`config.mk`:
```
export PLATFORM = sky130hd
export DESIGN_NAME = lcd_nibble_write_sequencer_core
export DESIGN_NICKNAME = d
export VERILOG_FILES = /design/src/rtl/lcdnw_pkg.sv /design/src/rtl/lcdnw_fifo.sv /design/src/rtl/lcdnw_front.sv /design/src/rtl/lcdnw_back.sv /design/src/rtl/lcd_nibble_write_sequencer_core.sv
export SDC_FILE = /design/constraint.sdc
export NUM_CORES = 1
export LEC_CHECK = 0
export ABC_AREA = 1
export BUFFER_PORTS_ARGS = -buffer_cell sky130_fd_sc_hd__buf_2
export CELL_PAD_IN_SITES_DETAIL_PLACEMENT = 1
export CELL_PAD_IN_SITES_GLOBAL_PLACEMENT = 1
export CORE_ASPECT_RATIO = 0.7
export CORE_UTILIZATION = 30
export DETAILED_ROUTE_END_ITERATION = 10
export GPL_TIMING_DRIVEN = 0
export PLACE_DENSITY = 0.64
export SETUP_SLACK_MARGIN = 0.4
export SLEW_MARGIN = 20
export SYNTH_ARGS = -nofsm -noshare
export SYNTH_HDL_FRONTEND = slang
export SYNTH_HIERARCHICAL = 1
export SYNTH_SLANG_ARGS = --single-unit
```
`constraint.sdc`:
```
create_clock -name clk_i -period 6.8 [get_ports clk_i]
set_input_delay 0.68 -clock clk_i [delete_from_list [all_inputs] [get_ports clk_i]]
set_output_delay 0.68 -clock clk_i [all_outputs]
set_load 0.02 [all_outputs]
```
`src/rtl/lcdnw_pkg.sv`:
```
// Shared types, constants and helpers for the LCD nibble write sequencer.
// No dependencies; every other rtl file imports this package.
`default_nettype none

package lcdnw_pkg;

  // Request kinds as carried on req_type_i
  typedef enum logic [1:0] {
    REQ_COMMAND = 2'd0,
    REQ_DATA    = 2'd1,
    REQ_POWERUP = 2'd2,
    REQ_TEXT    = 2'd3
  } req_type_e;

  // Configuration register indexes (word addresses on the APB port)
  typedef enum logic [1:0] {
    CFG_COMMAND_WAIT = 2'd0,
    CFG_DATA_WAIT    = 2'd1,
    CFG_WRAP_COLUMN  = 2'd2,
    CFG_MAX_TEXT_LEN = 2'd3
  } cfg_index_e;

  // Work kinds queued between front and back
  typedef enum logic [1:0] {
    JOB_BYTE      = 2'd0,  // one byte, two nibbles
    JOB_WRAP_BYTE = 2'd1,  // line-two command, then data byte
    JOB_POWERUP   = 2'd2   // fixed initialisation run
  } job_kind_e;

  typedef struct packed {
    job_kind_e   kind;
    logic        rs;
    logic [7:0]  value;
  } job_t;

  typedef struct packed {
    logic [7:0] command_wait_us;
    logic [7:0] data_wait_us;
    logic [4:0] wrap_column;
    logic [7:0] max_text_length;
  } cfg_t;

  // Reset values of the configuration registers
  localparam logic [7:0] CommandWaitReset  = 8'd40;
  localparam logic [7:0] DataWaitReset     = 8'd50;
  localparam logic [4:0] WrapColumnReset   = 5'd16;
  localparam logic [7:0] MaxTextLenReset   = 8'd32;

  // Command and timing constants
  localparam logic [7:0]  LineTwoCmd      = 8'hC0;
  localparam logic [15:0] PowerupWaitUs   = 16'd50000;
  localparam logic [12:0] NibbleWaitUs    = 13'd40;
  localparam logic [12:0] FirstHoldUs     = 13'd5040;
  localparam logic [12:0] RepeatHoldUs    = 13'd190;
  localparam logic [12:0] ClearExtraUs    = 13'd2000;
  localparam logic [3:0]  PowerupNibA     = 4'h3;
  localparam logic [3:0]  PowerupNibB     = 4'h2;

  // Step counter covers the twelve-nibble power-up run
  localparam int unsigned StepW           = 4;
  localparam logic [StepW-1:0] LastByteStep    = 4'd1;
  localparam logic [StepW-1:0] LastWrapStep    = 4'd3;
  localparam logic [StepW-1:0] LastPowerupStep = 4'd11;
  localparam logic [StepW-1:0] FirstCmdStep    = 4'd4;

  // Index of the clear-display byte in the power-up command list
  localparam logic [1:0] ClearCmdIdx = 2'd2;

  localparam int unsigned QueueDepthDefault = 2;

  // Command bytes of the power-up run after the four raw nibbles
  function automatic logic [7:0] powerup_cmd(input logic [1:0] idx);
    logic [7:0] b;
    case (idx)
      2'd0:    b = 8'h28;
      2'd1:    b = 8'h0C;
      2'd2:    b = 8'h01;
      default: b = 8'h06;
    endcase
    return b;
  endfunction

endpackage

`default_nettype wire

```
`src/rtl/lcdnw_fifo.sv`:
```
// Small job queue between the classifying front and the nibble back end.
// Depends on lcdnw_pkg for the job_t entry type.
`default_nettype none

module lcdnw_fifo import lcdnw_pkg::*; #(
  parameter int unsigned Depth = QueueDepthDefault  // at least 2
) (
  input  wire  clk_i,
  input  wire  rst_ni,
  input  wire  push_i,
  input  job_t push_data_i,
  output logic full_o,
  input  wire  pop_i,
  output job_t head_o,
  output logic empty_o
);

  localparam int unsigned AW = $clog2(Depth);
  localparam int unsigned CW = $clog2(Depth + 1);

  job_t          mem_q [Depth];
  logic [AW-1:0] wr_ptr_q, wr_ptr_d;
  logic [AW-1:0] rd_ptr_q, rd_ptr_d;
  logic [CW-1:0] count_q, count_d;
  logic          push_ok, pop_ok;

  assign full_o  = (count_q == CW'(Depth));
  assign empty_o = (count_q == '0);
  assign head_o  = mem_q[rd_ptr_q];
  assign push_ok = push_i && !full_o;
  assign pop_ok  = pop_i && !empty_o;

  // Pointer and fill count update
  always_comb begin
    wr_ptr_d = wr_ptr_q;
    rd_ptr_d = rd_ptr_q;
    count_d  = count_q;
    if (push_ok) begin
      wr_ptr_d = (wr_ptr_q == AW'(Depth - 1)) ? '0 : wr_ptr_q + 1'b1;
    end
    if (pop_ok) begin
      rd_ptr_d = (rd_ptr_q == AW'(Depth - 1)) ? '0 : rd_ptr_q + 1'b1;
    end
    case ({push_ok, pop_ok})
      2'b10:   count_d = count_q + 1'b1;
      2'b01:   count_d = count_q - 1'b1;
      default: count_d = count_q;
    endcase
  end

  always_ff @(posedge clk_i or negedge rst_ni) begin
    if (!rst_ni) begin
      wr_ptr_q <= '0;
      rd_ptr_q <= '0;
      count_q  <= '0;
    end else begin
      wr_ptr_q <= wr_ptr_d;
      rd_ptr_q <= rd_ptr_d;
      count_q  <= count_d;
    end
  end

  // Entry storage, no reset needed
  always_ff @(posedge clk_i) begin
    if (push_ok) begin
      mem_q[wr_ptr_q] <= push_data_i;
    end
  end

  // Fill count never exceeds the depth
  a_count_bound: assert property (@(posedge clk_i) disable iff (!rst_ni)
    count_q <= CW'(Depth))
    else $error("queue fill count beyond depth");

  // Write and read pointers agree when the queue is empty
  a_empty_ptrs: assert property (@(posedge clk_i) disable iff (!rst_ni)
    empty_o |-> (wr_ptr_q == rd_ptr_q))
    else $error("queue pointers differ while empty");

endmodule

`default_nettype wire

```
`src/rtl/lcdnw_front.sv`:
```
// Front end: accepts requests, tracks the text position and queues jobs.
// Depends on lcdnw_pkg; feeds lcdnw_fifo.
`default_nettype none

module lcdnw_front import lcdnw_pkg::*; (
  input  wire        clk_i,
  input  wire        rst_ni,
  input  cfg_t       cfg_i,
  input  wire        in_valid_i,
  output logic       in_ready_o,
  input  wire  [1:0] req_type_i,
  input  wire  [7:0] value_i,
  input  wire  [7:0] text_length_i,
  input  wire        first_of_text_i,
  input  wire        queue_full_i,
  output logic       push_o,
  output job_t       job_o
);

  logic [7:0] text_pos_q, text_pos_d;
  logic [7:0] pos_now;
  logic       accept;
  logic       text_ok;
  logic       produces;

  assign in_ready_o = !queue_full_i;
  assign accept     = in_valid_i && in_ready_o;

  // Position after an optional restart, and the length checks
  assign pos_now = first_of_text_i ? '0 : text_pos_q;
  assign text_ok = (text_length_i <= cfg_i.max_text_length) && (pos_now < text_length_i);

  // Classify the request into a queued job
  always_comb begin
    job_o.kind  = JOB_BYTE;
    job_o.rs    = 1'b0;
    job_o.value = value_i;
    produces    = 1'b1;
    unique case (req_type_e'(req_type_i))
      REQ_COMMAND: job_o.rs = 1'b0;
      REQ_DATA:    job_o.rs = 1'b1;
      REQ_POWERUP: job_o.kind = JOB_POWERUP;
      REQ_TEXT: begin
        job_o.rs   = 1'b1;
        job_o.kind = (pos_now == {3'b000, cfg_i.wrap_column}) ? JOB_WRAP_BYTE : JOB_BYTE;
        produces   = text_ok;
      end
      default: produces = 1'b0;
    endcase
  end

  assign push_o = accept && produces;

  // Text position: restart, then saturating advance on an emitted character
  always_comb begin
    text_pos_d = text_pos_q;
    if (accept && (req_type_e'(req_type_i) == REQ_TEXT)) begin
      if (text_ok && (pos_now != 8'hFF)) begin
        text_pos_d = pos_now + 1'b1;
      end else begin
        text_pos_d = pos_now;
      end
    end
  end

  always_ff @(posedge clk_i or negedge rst_ni) begin
    if (!rst_ni) begin
      text_pos_q <= '0;
    end else begin
      text_pos_q <= text_pos_d;
    end
  end

  // Only text characters move the position
  a_pos_text_only: assert property (@(posedge clk_i) disable iff (!rst_ni)
    (accept && (req_type_i != REQ_TEXT)) |=> $stable(text_pos_q))
    else $error("text position moved on a non-text request");

endmodule

`default_nettype wire

```
`src/rtl/lcdnw_back.sv`:
```
// Back end: walks each queued job one nibble per cycle into the output register
// while that register is free. Depends on lcdnw_pkg; pops lcdnw_fifo.
`default_nettype none

module lcdnw_back import lcdnw_pkg::*; (
  input  wire         clk_i,
  input  wire         rst_ni,
  input  cfg_t        cfg_i,
  input  wire         head_valid_i,
  input  job_t        head_i,
  output logic        pop_o,
  output logic        out_valid_o,
  input  wire         out_ready_i,
  output logic        reg_select_o,
  output logic [3:0]  data_nibble_o,
  output logic [15:0] wait_before_us_o,
  output logic [12:0] wait_after_us_o,
  output logic        last_of_run_o
);

  logic [StepW-1:0] step_q, step_d;
  logic             out_valid_q, out_valid_d;
  logic             rs_q;
  logic [3:0]       nib_q;
  logic [15:0]      before_q;
  logic [12:0]      after_q;
  logic             last_q;

  logic             fire;
  logic             last_step;
  logic             nib_rs;
  logic [3:0]       nib;
  logic [15:0]      before_us;
  logic [12:0]      after;
  logic [7:0]       cur_byte;
  logic [1:0]       cmd_idx;
  logic [StepW-1:0] cmd_step;

  // Output register is free when empty or being taken
  assign fire  = head_valid_i && (!out_valid_q || out_ready_i);
  assign pop_o = fire && last_step;

  assign cmd_step = step_q - FirstCmdStep;
  assign cmd_idx  = cmd_step[2:1];

  // Nibble, levels and hold times for the current step of the head job
  always_comb begin
    nib_rs    = head_i.rs;
    nib       = '0;
    before_us = '0;
    after     = '0;
    cur_byte  = head_i.value;
    last_step = 1'b0;
    unique case (head_i.kind)
      JOB_BYTE: begin
        last_step = (step_q == LastByteStep);
        nib       = step_q[0] ? cur_byte[3:0] : cur_byte[7:4];
        if (step_q[0]) begin
          after = head_i.rs ? 13'(cfg_i.data_wait_us) : 13'(cfg_i.command_wait_us);
        end
      end
      JOB_WRAP_BYTE: begin
        last_step = (step_q == LastWrapStep);
        if (!step_q[1]) begin
          cur_byte = LineTwoCmd;
          nib_rs   = 1'b0;
        end
        nib = step_q[0] ? cur_byte[3:0] : cur_byte[7:4];
        if (step_q[0]) begin
          after = step_q[1] ? 13'(cfg_i.data_wait_us) : 13'(cfg_i.command_wait_us);
        end
      end
      JOB_POWERUP: begin
        last_step = (step_q == LastPowerupStep);
        nib_rs    = 1'b0;
        if (step_q < FirstCmdStep) begin
          // raw function-set nibbles
          case (step_q[1:0])
            2'd0: begin
              nib       = PowerupNibA;
              before_us = PowerupWaitUs;
              after     = FirstHoldUs;
            end
            2'd3: begin
              nib   = PowerupNibB;
              after = NibbleWaitUs;
            end
            default: begin
              nib   = PowerupNibA;
              after = RepeatHoldUs;
            end
          endcase
        end else begin
          cur_byte = powerup_cmd(cmd_idx);
          nib      = step_q[0] ? cur_byte[3:0] : cur_byte[7:4];
          if (step_q[0]) begin
            after = 13'(cfg_i.command_wait_us)
                  + ((cmd_idx == ClearCmdIdx) ? ClearExtraUs : 13'd0);
          end
        end
      end
      default: last_step = 1'b1;
    endcase
  end

  // Step counter and output valid
  always_comb begin
    step_d      = step_q;
    out_valid_d = out_valid_q;
    if (fire) begin
      step_d      = last_step ? '0 : step_q + 1'b1;
      out_valid_d = 1'b1;
    end else if (out_ready_i) begin
      out_valid_d = 1'b0;
    end
  end

  always_ff @(posedge clk_i or negedge rst_ni) begin
    if (!rst_ni) begin
      step_q      <= '0;
      out_valid_q <= 1'b0;
    end else begin
      step_q      <= step_d;
      out_valid_q <= out_valid_d;
    end
  end

  // Output payload register
  always_ff @(posedge clk_i) begin
    if (fire) begin
      rs_q     <= nib_rs;
      nib_q    <= nib;
      before_q <= before_us;
      after_q  <= after;
      last_q   <= last_step;
    end
  end

  assign out_valid_o      = out_valid_q;
  assign reg_select_o     = rs_q;
  assign data_nibble_o    = nib_q;
  assign wait_before_us_o = before_q;
  assign wait_after_us_o  = after_q;
  assign last_of_run_o    = last_q;

  // Step stays within the power-up run
  a_step_bound: assert property (@(posedge clk_i) disable iff (!rst_ni)
    step_q <= LastPowerupStep)
    else $error("step counter out of range");

  // A pop leaves the step counter at the start of the next job
  a_pop_rewinds: assert property (@(posedge clk_i) disable iff (!rst_ni)
    pop_o |=> (step_q == '0))
    else $error("step counter not rewound after pop");

  // A fresh nibble loaded from a pop is marked as the last of its run
  a_pop_marks_last: assert property (@(posedge clk_i) disable iff (!rst_ni)
    pop_o |=> (out_valid_q && last_q))
    else $error("last nibble not flagged");

endmodule

`default_nettype wire

```
`src/rtl/lcd_nibble_write_sequencer_core.sv`:
```
// Top level of the LCD nibble write sequencer: APB registers, front, queue, back.
// Depends on lcdnw_pkg, lcdnw_front, lcdnw_fifo and lcdnw_back.
//
//  channel | direction | handshake               | payload
//  --------+-----------+-------------------------+-----------------------------------------
//  in      | sink      | in_valid_i / in_ready_o | req_type, value, text_length, first_of_text
//  out     | source    | out_valid_o/out_ready_i | reg_select, data_nibble, wait_before_us,
//          |           |                         | wait_after_us, last_of_run
//  apb     | slave     | psel, penable / pready  | paddr, pwdata, prdata (4 registers)
//
// The back end emits one nibble per cycle while the output is free: two nibbles for a
// command or data byte, four for a text character that wraps, twelve for the power-up
// run; that nibble loop sets the rate. The front takes one request per cycle while the
// job queue has room. A dropped text character is accepted at the front, emits nothing.
// An accepted job is queued, then its first nibble is loaded into the output register.
// Reset is asynchronous, active low, and restores register defaults and text position zero.
// A stalled output holds its register; the back end then stops and the queue fills.
`default_nettype none

module lcd_nibble_write_sequencer_core import lcdnw_pkg::*; #(
  parameter int unsigned QueueDepth = QueueDepthDefault  // at least 2
) (
  input  wire         clk_i,
  input  wire         rst_ni,
  // APB configuration port
  input  wire         psel,
  input  wire         penable,
  input  wire         pwrite,
  input  wire  [3:0]  paddr,
  input  wire  [31:0] pwdata,
  output logic [31:0] prdata,
  output logic        pready,
  // request channel
  input  wire         in_valid_i,
  output logic        in_ready_o,
  input  wire  [1:0]  req_type_i,
  input  wire  [7:0]  value_i,
  input  wire  [7:0]  text_length_i,
  input  wire         first_of_text_i,
  // nibble write channel
  output logic        out_valid_o,
  input  wire         out_ready_i,
  output logic        reg_select_o,
  output logic [3:0]  data_nibble_o,
  output logic [15:0] wait_before_us_o,
  output logic [12:0] wait_after_us_o,
  output logic        last_of_run_o
);

  cfg_t       cfg_q;
  logic       cfg_wr;
  cfg_index_e cfg_idx;

  logic       push;
  job_t       push_job;
  logic       queue_full;
  logic       queue_empty;
  logic       pop;
  job_t       head_job;

  // Register file
  assign pready  = 1'b1;
  assign cfg_wr  = psel && penable && pwrite && pready;
  assign cfg_idx = cfg_index_e'(paddr[3:2]);

  always_ff @(posedge clk_i or negedge rst_ni) begin
    if (!rst_ni) begin
      cfg_q.command_wait_us <= CommandWaitReset;
      cfg_q.data_wait_us    <= DataWaitReset;
      cfg_q.wrap_column     <= WrapColumnReset;
      cfg_q.max_text_length <= MaxTextLenReset;
    end else if (cfg_wr) begin
      unique case (cfg_idx)
        CFG_COMMAND_WAIT: cfg_q.command_wait_us <= pwdata[7:0];
        CFG_DATA_WAIT:    cfg_q.data_wait_us    <= pwdata[7:0];
        CFG_WRAP_COLUMN:  cfg_q.wrap_column     <= pwdata[4:0];
        CFG_MAX_TEXT_LEN: cfg_q.max_text_length <= pwdata[7:0];
        default: ;
      endcase
    end
  end

  // Read back
  always_comb begin
    unique case (cfg_idx)
      CFG_COMMAND_WAIT: prdata = {24'd0, cfg_q.command_wait_us};
      CFG_DATA_WAIT:    prdata = {24'd0, cfg_q.data_wait_us};
      CFG_WRAP_COLUMN:  prdata = {27'd0, cfg_q.wrap_column};
      CFG_MAX_TEXT_LEN: prdata = {24'd0, cfg_q.max_text_length};
      default:          prdata = '0;
    endcase
  end

  lcdnw_front u_front (
    .clk_i           (clk_i),
    .rst_ni          (rst_ni),
    .cfg_i           (cfg_q),
    .in_valid_i      (in_valid_i),
    .in_ready_o      (in_ready_o),
    .req_type_i      (req_type_i),
    .value_i         (value_i),
    .text_length_i   (text_length_i),
    .first_of_text_i (first_of_text_i),
    .queue_full_i    (queue_full),
    .push_o          (push),
    .job_o           (push_job)
  );

  lcdnw_fifo #(
    .Depth (QueueDepth)
  ) u_queue (
    .clk_i       (clk_i),
    .rst_ni      (rst_ni),
    .push_i      (push),
    .push_data_i (push_job),
    .full_o      (queue_full),
    .pop_i       (pop),
    .head_o      (head_job),
    .empty_o     (queue_empty)
  );

  lcdnw_back u_back (
    .clk_i            (clk_i),
    .rst_ni           (rst_ni),
    .cfg_i            (cfg_q),
    .head_valid_i     (!queue_empty),
    .head_i           (head_job),
    .pop_o            (pop),
    .out_valid_o      (out_valid_o),
    .out_ready_i      (out_ready_i),
    .reg_select_o     (reg_select_o),
    .data_nibble_o    (data_nibble_o),
    .wait_before_us_o (wait_before_us_o),
    .wait_after_us_o  (wait_after_us_o),
    .last_of_run_o    (last_of_run_o)
  );

endmodule

`default_nettype wire
```
Word level (Yosys, flattened, before mapping)
Memories as Yosys holds them, arrays and structs flattened.
Index checks and enable logic that the tools add are counted.
W data, S select, Z words.
{ "word_totals": {"out_inout_bits": 70, "ram_bits": 22, "n_memories": 1, "elab_cells": 110, "input_bits": 62, "reg_bits": 81} }
{ "op_classes": {"order_cmp": 3, "reduce_logical": 28, "add_sub_neg": 8, "eq_ne": 19, "mux": 36} }
{ "memory_table": {"columns": ["memory", "depth", "width", "read_ports", "rd_ports_with_merged_regs", "write_ports", "line_no", "source"], "rows": [
  ["u_queue.mem_q", 2, 11, 1, 0, 1, "lcdnw_fifo.sv:21", "job_t mem_q [Depth];"]
]} }
{ "op_table": {"columns": ["op", "n"], "rows": [
  ["$pmux W32 S4", 1],
  ["$mux W13", 4],
  ["$mux W8", 5],
  ["$pmux W13 S3", 1],
  ["$pmux W13 S2", 1],
  ["$mux W4", 5],
  ["$eq A2 B2 Y1 const B", 9],
  ["$pmux W6 S3", 1],
  ["$mux W16", 1],
  ["$add A8 B13 Y13", 1],
  ["$pmux W4 S3", 1],
  ["$logic_and A1 B1 Y1", 11],
  ["$mux W1", 11],
  ["$mux W11", 1],
  ["$eq A2 B1 Y1 const B", 5],
  ["$logic_not A2 Y1", 5],
  ["$reduce_and A2 Y1", 5],
  ["$add A8 B1 Y8 const B", 1],
  ["$eq A8 B5 Y1", 1],
  ["$le A8 B8 Y1", 1],
  ["$lt A8 B8 Y1", 1],
  ["$ne A8 B8 Y1 const B", 1],
  ["$pmux W2 S2", 2],
  ["$add A4 B1 Y4 const B", 1],
  ["14 further kinds", 18]
]} }

Logic depth before layout (Yosys ltp)
{ "depth": {"depth_word": 8, "mapped_depth": 19, "ltp_nobuf": 19} }

Hierarchy
Netlist, hierarchy kept.
{ "modules_own_cells": {"columns": ["mod", "cells_each", "seq_area_each_um2", "area_each_um2", "instances"], "rows": [
  ["lcdnw_back", 212, 725.7, 1865.5, 1],
  ["lcd_nibble_write_sequencer_core", 205, 734.5, 1592.8, 1],
  ["lcdnw_front", 193, 200.2, 1233.7, 1],
  ["lcdnw_fifo", 90, 760.7, 1033.5, 1]
]} }

Least setup slack after synthesis
No wires, ideal clock.
{ "synth_timing": {"kind": "input to register", "from": "in first_of_text_i", "to": "mem u_queue/mem_q[1][0] in the netlist's numbering, enable pin", "path_buffers": 0, "path_slack_ns": 3.933, "setup_time_ns": 0.378, "path_stages": 13, "required_ns": 6.422, "arrival_ns": 2.488, "path_cell_list": "inv_4 -> nand2_1 -> inv_1 -> ha_1 -> a21oi_1 -> nor2_1 -> nor2_1 -> nand2_1 -> a21oi_4 -> nand2_2 -> a31oi_1 -> o21ai_2 -> nor2_1"} }
{ "synth_between": {"elab_chain_len": 8} }
{ "synth_rtl": {"columns": ["item", "line_no", "source"], "rows": [
  ["from (decl)", "lcd_nibble_write_sequencer_core.sv:39", "input wire first_of_text_i,"],
  ["$mux W8", "lcdnw_front.sv:30", "assign pos_now = first_of_text_i ? '0 : text_pos_q;"],
  ["$lt A8 B8 Y1", "lcdnw_front.sv:31", "assign text_ok = (text_length_i <= cfg_i.max_text_length) && (pos_now < text_length_i);"],
  ["$logic_and A1 B1 Y1", "lcdnw_front.sv:31", null],
  ["$mux W1", "lcdnw_front.sv:39", "unique case (req_type_e'(req_type_i))"],
  ["$logic_and A1 B1 Y1", "lcdnw_front.sv:52", "assign push_o = accept && produces;"],
  ["via push", "lcd_nibble_write_sequencer_core.sv:54", "logic push;"],
  ["$logic_and A1 B1 Y1", "lcdnw_fifo.sv:30", "assign push_ok = push_i && !full_o;"],
  ["$mux W1", "lcdnw_fifo.sv:65", "if (push_ok) begin"],
  ["$mux W1 (not written as such)", "lcdnw_fifo.sv:66", "mem_q[wr_ptr_q] <= push_data_i;"],
  ["to (decl)", "lcdnw_fifo.sv:21", null]
]} }
The timed path passes the listed nets, and every way through them passes these cells.

Final worst setup path
{ "layout_timing": {"from": "reg u_front.text_pos_q[3]", "to": "mem u_queue/mem_q[1][9] in the netlist's numbering, enable pin"} }
{ "layout_between": {"elab_chain_len": 8} }
{ "layout_rtl": {"columns": ["item", "line_no", "source"], "rows": [
  ["from (decl)", "lcdnw_front.sv:20", "logic [7:0] text_pos_q, text_pos_d;"],
  ["from (signal assigned)", "lcdnw_front.sv:70", "text_pos_q <= text_pos_d;"],
  ["$mux W8", "lcdnw_front.sv:30", null],
  ["$lt A8 B8 Y1", "lcdnw_front.sv:31", null],
  ["$logic_and A1 B1 Y1", "lcdnw_front.sv:31", null],
  ["$mux W1", "lcdnw_front.sv:39", null],
  ["$logic_and A1 B1 Y1", "lcdnw_front.sv:52", null],
  ["via push", "lcd_nibble_write_sequencer_core.sv:54", null],
  ["$logic_and A1 B1 Y1", "lcdnw_fifo.sv:30", null],
  ["$mux W1", "lcdnw_fifo.sv:65", null],
  ["$mux W1 (not written as such)", "lcdnw_fifo.sv:66", null]
]} }
The timed path passes the listed nets, and every way through them passes these cells.

==> key figures <==
Place
  – GP Congestion: 0.768
  – Port Buffers: 62
  – Hpwl dp: 11900 um

Logic synthesis
  – Distinct cell type count after synthesis: 52
  – FF+latch count, synth: 88
  – Cells after Synth: 700
  – Synth Cell Area: 5730 um^2
  – Mapped Avg Cell Area: 8.18 um^2
  – Seq/Total Area, Yosys: 0.423
  – Primary FF master, synth: edfxtp_1
  – Post-synth ARST share: 0.523
  – EDFF count, synth: 42
  – Synthesis warning total: 6

STA
  – Fin crit period: 3.31 ns
  – Hold slack: 0.326 ns
  – Worst Max-Slew Pin Slew: 0.993 ns
  – # setup viols final: 0
  – Final clock skew: 0.0117 ns
  – Relative slew slack: 0.336
  – Fin crit share: 0.486
  – Setup TNS: 0 ns
  – Max Freq: 0.302 GHz
  – Max-slew violation count: 0
  – RSZ-0062 raised after global routing: no
  – Final hold violation count: 0

Clock tree
  – Post-CTS setup buffers: 0
  – Clk slew on worst S/H paths: 0.07 ns
  – CTS tree: built
  – Clock sinks: 88
  – Clk root buf: clkbuf_16
  – Clk Latency, worst-skew pair: 0.35 ns
  – Maximum clock path buffer count: 2
  – CTS Hold Bufs: 0
  – H-tree levels: 3
  – CTS resizes: 0
  – CTS Buf Count: 9

Global route
  – Initial antenna violation count: 0
  – First-pass GRT wire length: 24500 um
  – Vias in the first global route: 4732
  – GRT Util Overall: 0.159
  – Grt ovf: 0
  – Largest net degree at the start of global routing: 47

Critical path
  – Slowest stage delay, CP: 0.76 ns
  – Element type at the critical path end: flop
  – Startpoint types: flop
  – Critical path peak fanout: 11
  – Worst Path Required: 6.76 ns
  – CP arrival: 3.27 ns
  – Family with the most delay on the worst path: simple AND/OR/NAND/NOR gates
  – Crit-path cells: inv_1, nor2_1, ha_1, a21oi_2, nand2_2, a21oi_4, nand2_2, a31oi_1, o21ai_2, nor2_1
  – Reg-to-Reg Start: u_front/text_pos_q[3]
  – CP max-delay cell: nor2_1
  – CP startpoint: u_front/text_pos_q[3]
  – Worst path bufs/invs: 1
  – CP Class: flop to flop

Cells and area
  – Most common cell after layout, fill and taps aside: nand2_1
  – Area delta synth->final: 18.4%
  – Final #Nets: 892
  – Layout cells sized above 1: 0.256
  – Most frequent cells in the layout: nand2_1 (240), inv_1 (75), buf_2 (67), buf_4 (49), edfxtp_1 (42)
  – Antenna diodes: 0

Drt
  – Iteration count of the initial detailed-routing pass: 4
  – Via count: 4711
  – DR vias/cell: 4.50
  – DRC viols: 0
  – Drt total wl: 15000 um
  – Post-DRT Antenna Nets: 0
  – Routed WL per cell: 14.3 um
  – Iter 0 DRT Violations: 217

Pwr
  – Lkg Pwr: 3.50 nW
  – Cell area power density: 376 nW/um^2
  – Total power: 0.00255 W
  – VDD IR max: 0.000131 V

Floorplan
  – Die ar.: 19700 um^2
  – Starting Density: 0.312
  – Die width: 167 um
  – Row cnt: 41
  – Core footprint: 18400 um^2
  – Die height: 118 um
  – IO Count: 132

Worst hold path
  – HP Class: primary input to async pin

Job
  – Max-cap violations: 0

Status
  – Outcome: finished, final reports clean
report_power, final:
| part | switching [W] | leakage [nW] | internal, W | total (W) |
|---|---|---|---|---|
| Clock | 0.000224 | 0.157 | 0.000327 | 0.000550 |
| Sequential | 0.0000912 | 0.980 | 0.000762 | 0.000853 |
| Combinational | 0.000758 | 2.36 | 0.000391 | 0.00115 |
cell usage after synthesis, types with 2 or more instances:
library cell / count / area [um^2]
nand3_2: 2 / 20.0
edfxtp_1: 42 / 1260
a21oi_2: 2 / 17.5
buf_4: 48 / 360
inv_2: 10 / 37.5
dfstp_2: 7 / 184
nor4_1: 2 / 12.5
nor3_1: 5 / 25.0
a21oi_4: 2 / 32.5
xor2_1: 6 / 52.6
ha_1: 25 / 313
o221ai_1: 2 / 17.5
o21ai_2: 3 / 26.3
inv_1: 75 / 282
nand2_4: 7 / 78.8
nor2_4: 7 / 78.8
a22o_1: 2 / 17.5
o311ai_0: 2 / 17.5
nor2_1: 27 / 101
nor2_2: 9 / 56.3
o21ai_0: 7 / 35.0
nand2_1: 240 / 901
or2_2: 2 / 12.5
o21ai_1: 2 / 10.0
nand3_1: 39 / 195
nand2_2: 7 / 43.8
a21oi_1: 16 / 80.1
clkinv_2: 2 / 10.0
dfrtp_1: 39 / 976
conb_1: 3 / 11.3
buf_6: 6 / 67.6
buf_2: 6 / 30.0
xnor2_1: 5 / 43.8
a31oi_1: 9 / 56.3
nand4_1: 15 / 93.8
worst register-to-register path: cells and delay by family (launching register included):
| kind | cells | cell delay, ns |
|---|---|---|
| AOI/OAI and AO/OA | 4 | 0.69 |
| adders and majority gates | 1 | 0.36 |
| buffers and inverters | 1 | 0.09 |
| DFF | 1 | 0.40 |
| and+or+nand+nor | 4 | 1.38 |
path summary, 6_finish.rpt:
kind / end / slack [ns] / cells past startpoint
worst max-delay path: u_queue/mem_q[1][9] / 3.49 / 10
worst min-delay path: u_back/out_valid_o / 0.33 / 1
worst max register to register: u_queue/mem_q[1][9] / 3.49 / 10
worst min register to register: cfg_q[17] / 0.48 / 2
max in group asynchronous: cfg_q[27] / 6.01 / 1
min in group clk_i: cfg_q[17] / 0.48 / 2
through the flow:
stage	utilization	cells	worst slack (ns)	area, um^2
CTS	0.369	1046	3.42	6780
finish	0.369	1046	3.49	6780
floorplan	-	732	3.93	5850
global route	0.369	1046	3.17	6780
global placement	0.351	1030	3.09	6450
detailed placement	0.351	1030	3.07	6450
final cells by class:
class	count	area [um^2]
Timing Repair Buffer	62	313
Buffer	62	482
Fill cell	2237	11600
Multi-Input combinational cell	493	2600
Clock buffer	9	225
Inverter	89	344
Sequential cell	88	2420
Clock inverter	7	103
Tap cell	236	295
routing by layer:
metal	part of all wire	track usage	vias up
met2	0.42	0.237	70
met5	0	0	-
met4	0.0029	0.0336	0
li1	-	-	2384
met3	0.031	0.0286	4
met1	0.55	0.239	2253
state kept, by name, indices dropped and copies added, names as in the netlist, 2 cells and up:
signal and cells:
cfg_q 29, u_queue/mem_q 22, u_back/wait_after_us_o 13, u_front/text_pos_q 8
u_back/data_nibble_o 4, u_back/step_q 4, u_queue/count_q 2
cells by family (layout without fill, tap and decap cells):
logic type | after synthesis | count (layout) | share of synthesized area
adder cells (fa/ha/maj) | 25 | 25 | 0.0546
flip-flops | 88 | 88 | 0.423
XOR/XNOR | 11 | 11 | 0.0168
buffers and inverters | 151 | 229 | 0.144
AO/OA/AOI/OAI | 57 | 57 | 0.0693
AND/OR/NAND/NOR | 365 | 365 | 0.290
other | 3 | 35 | 0.00197
No activity file was read; power rests on OpenSTA's default activity.
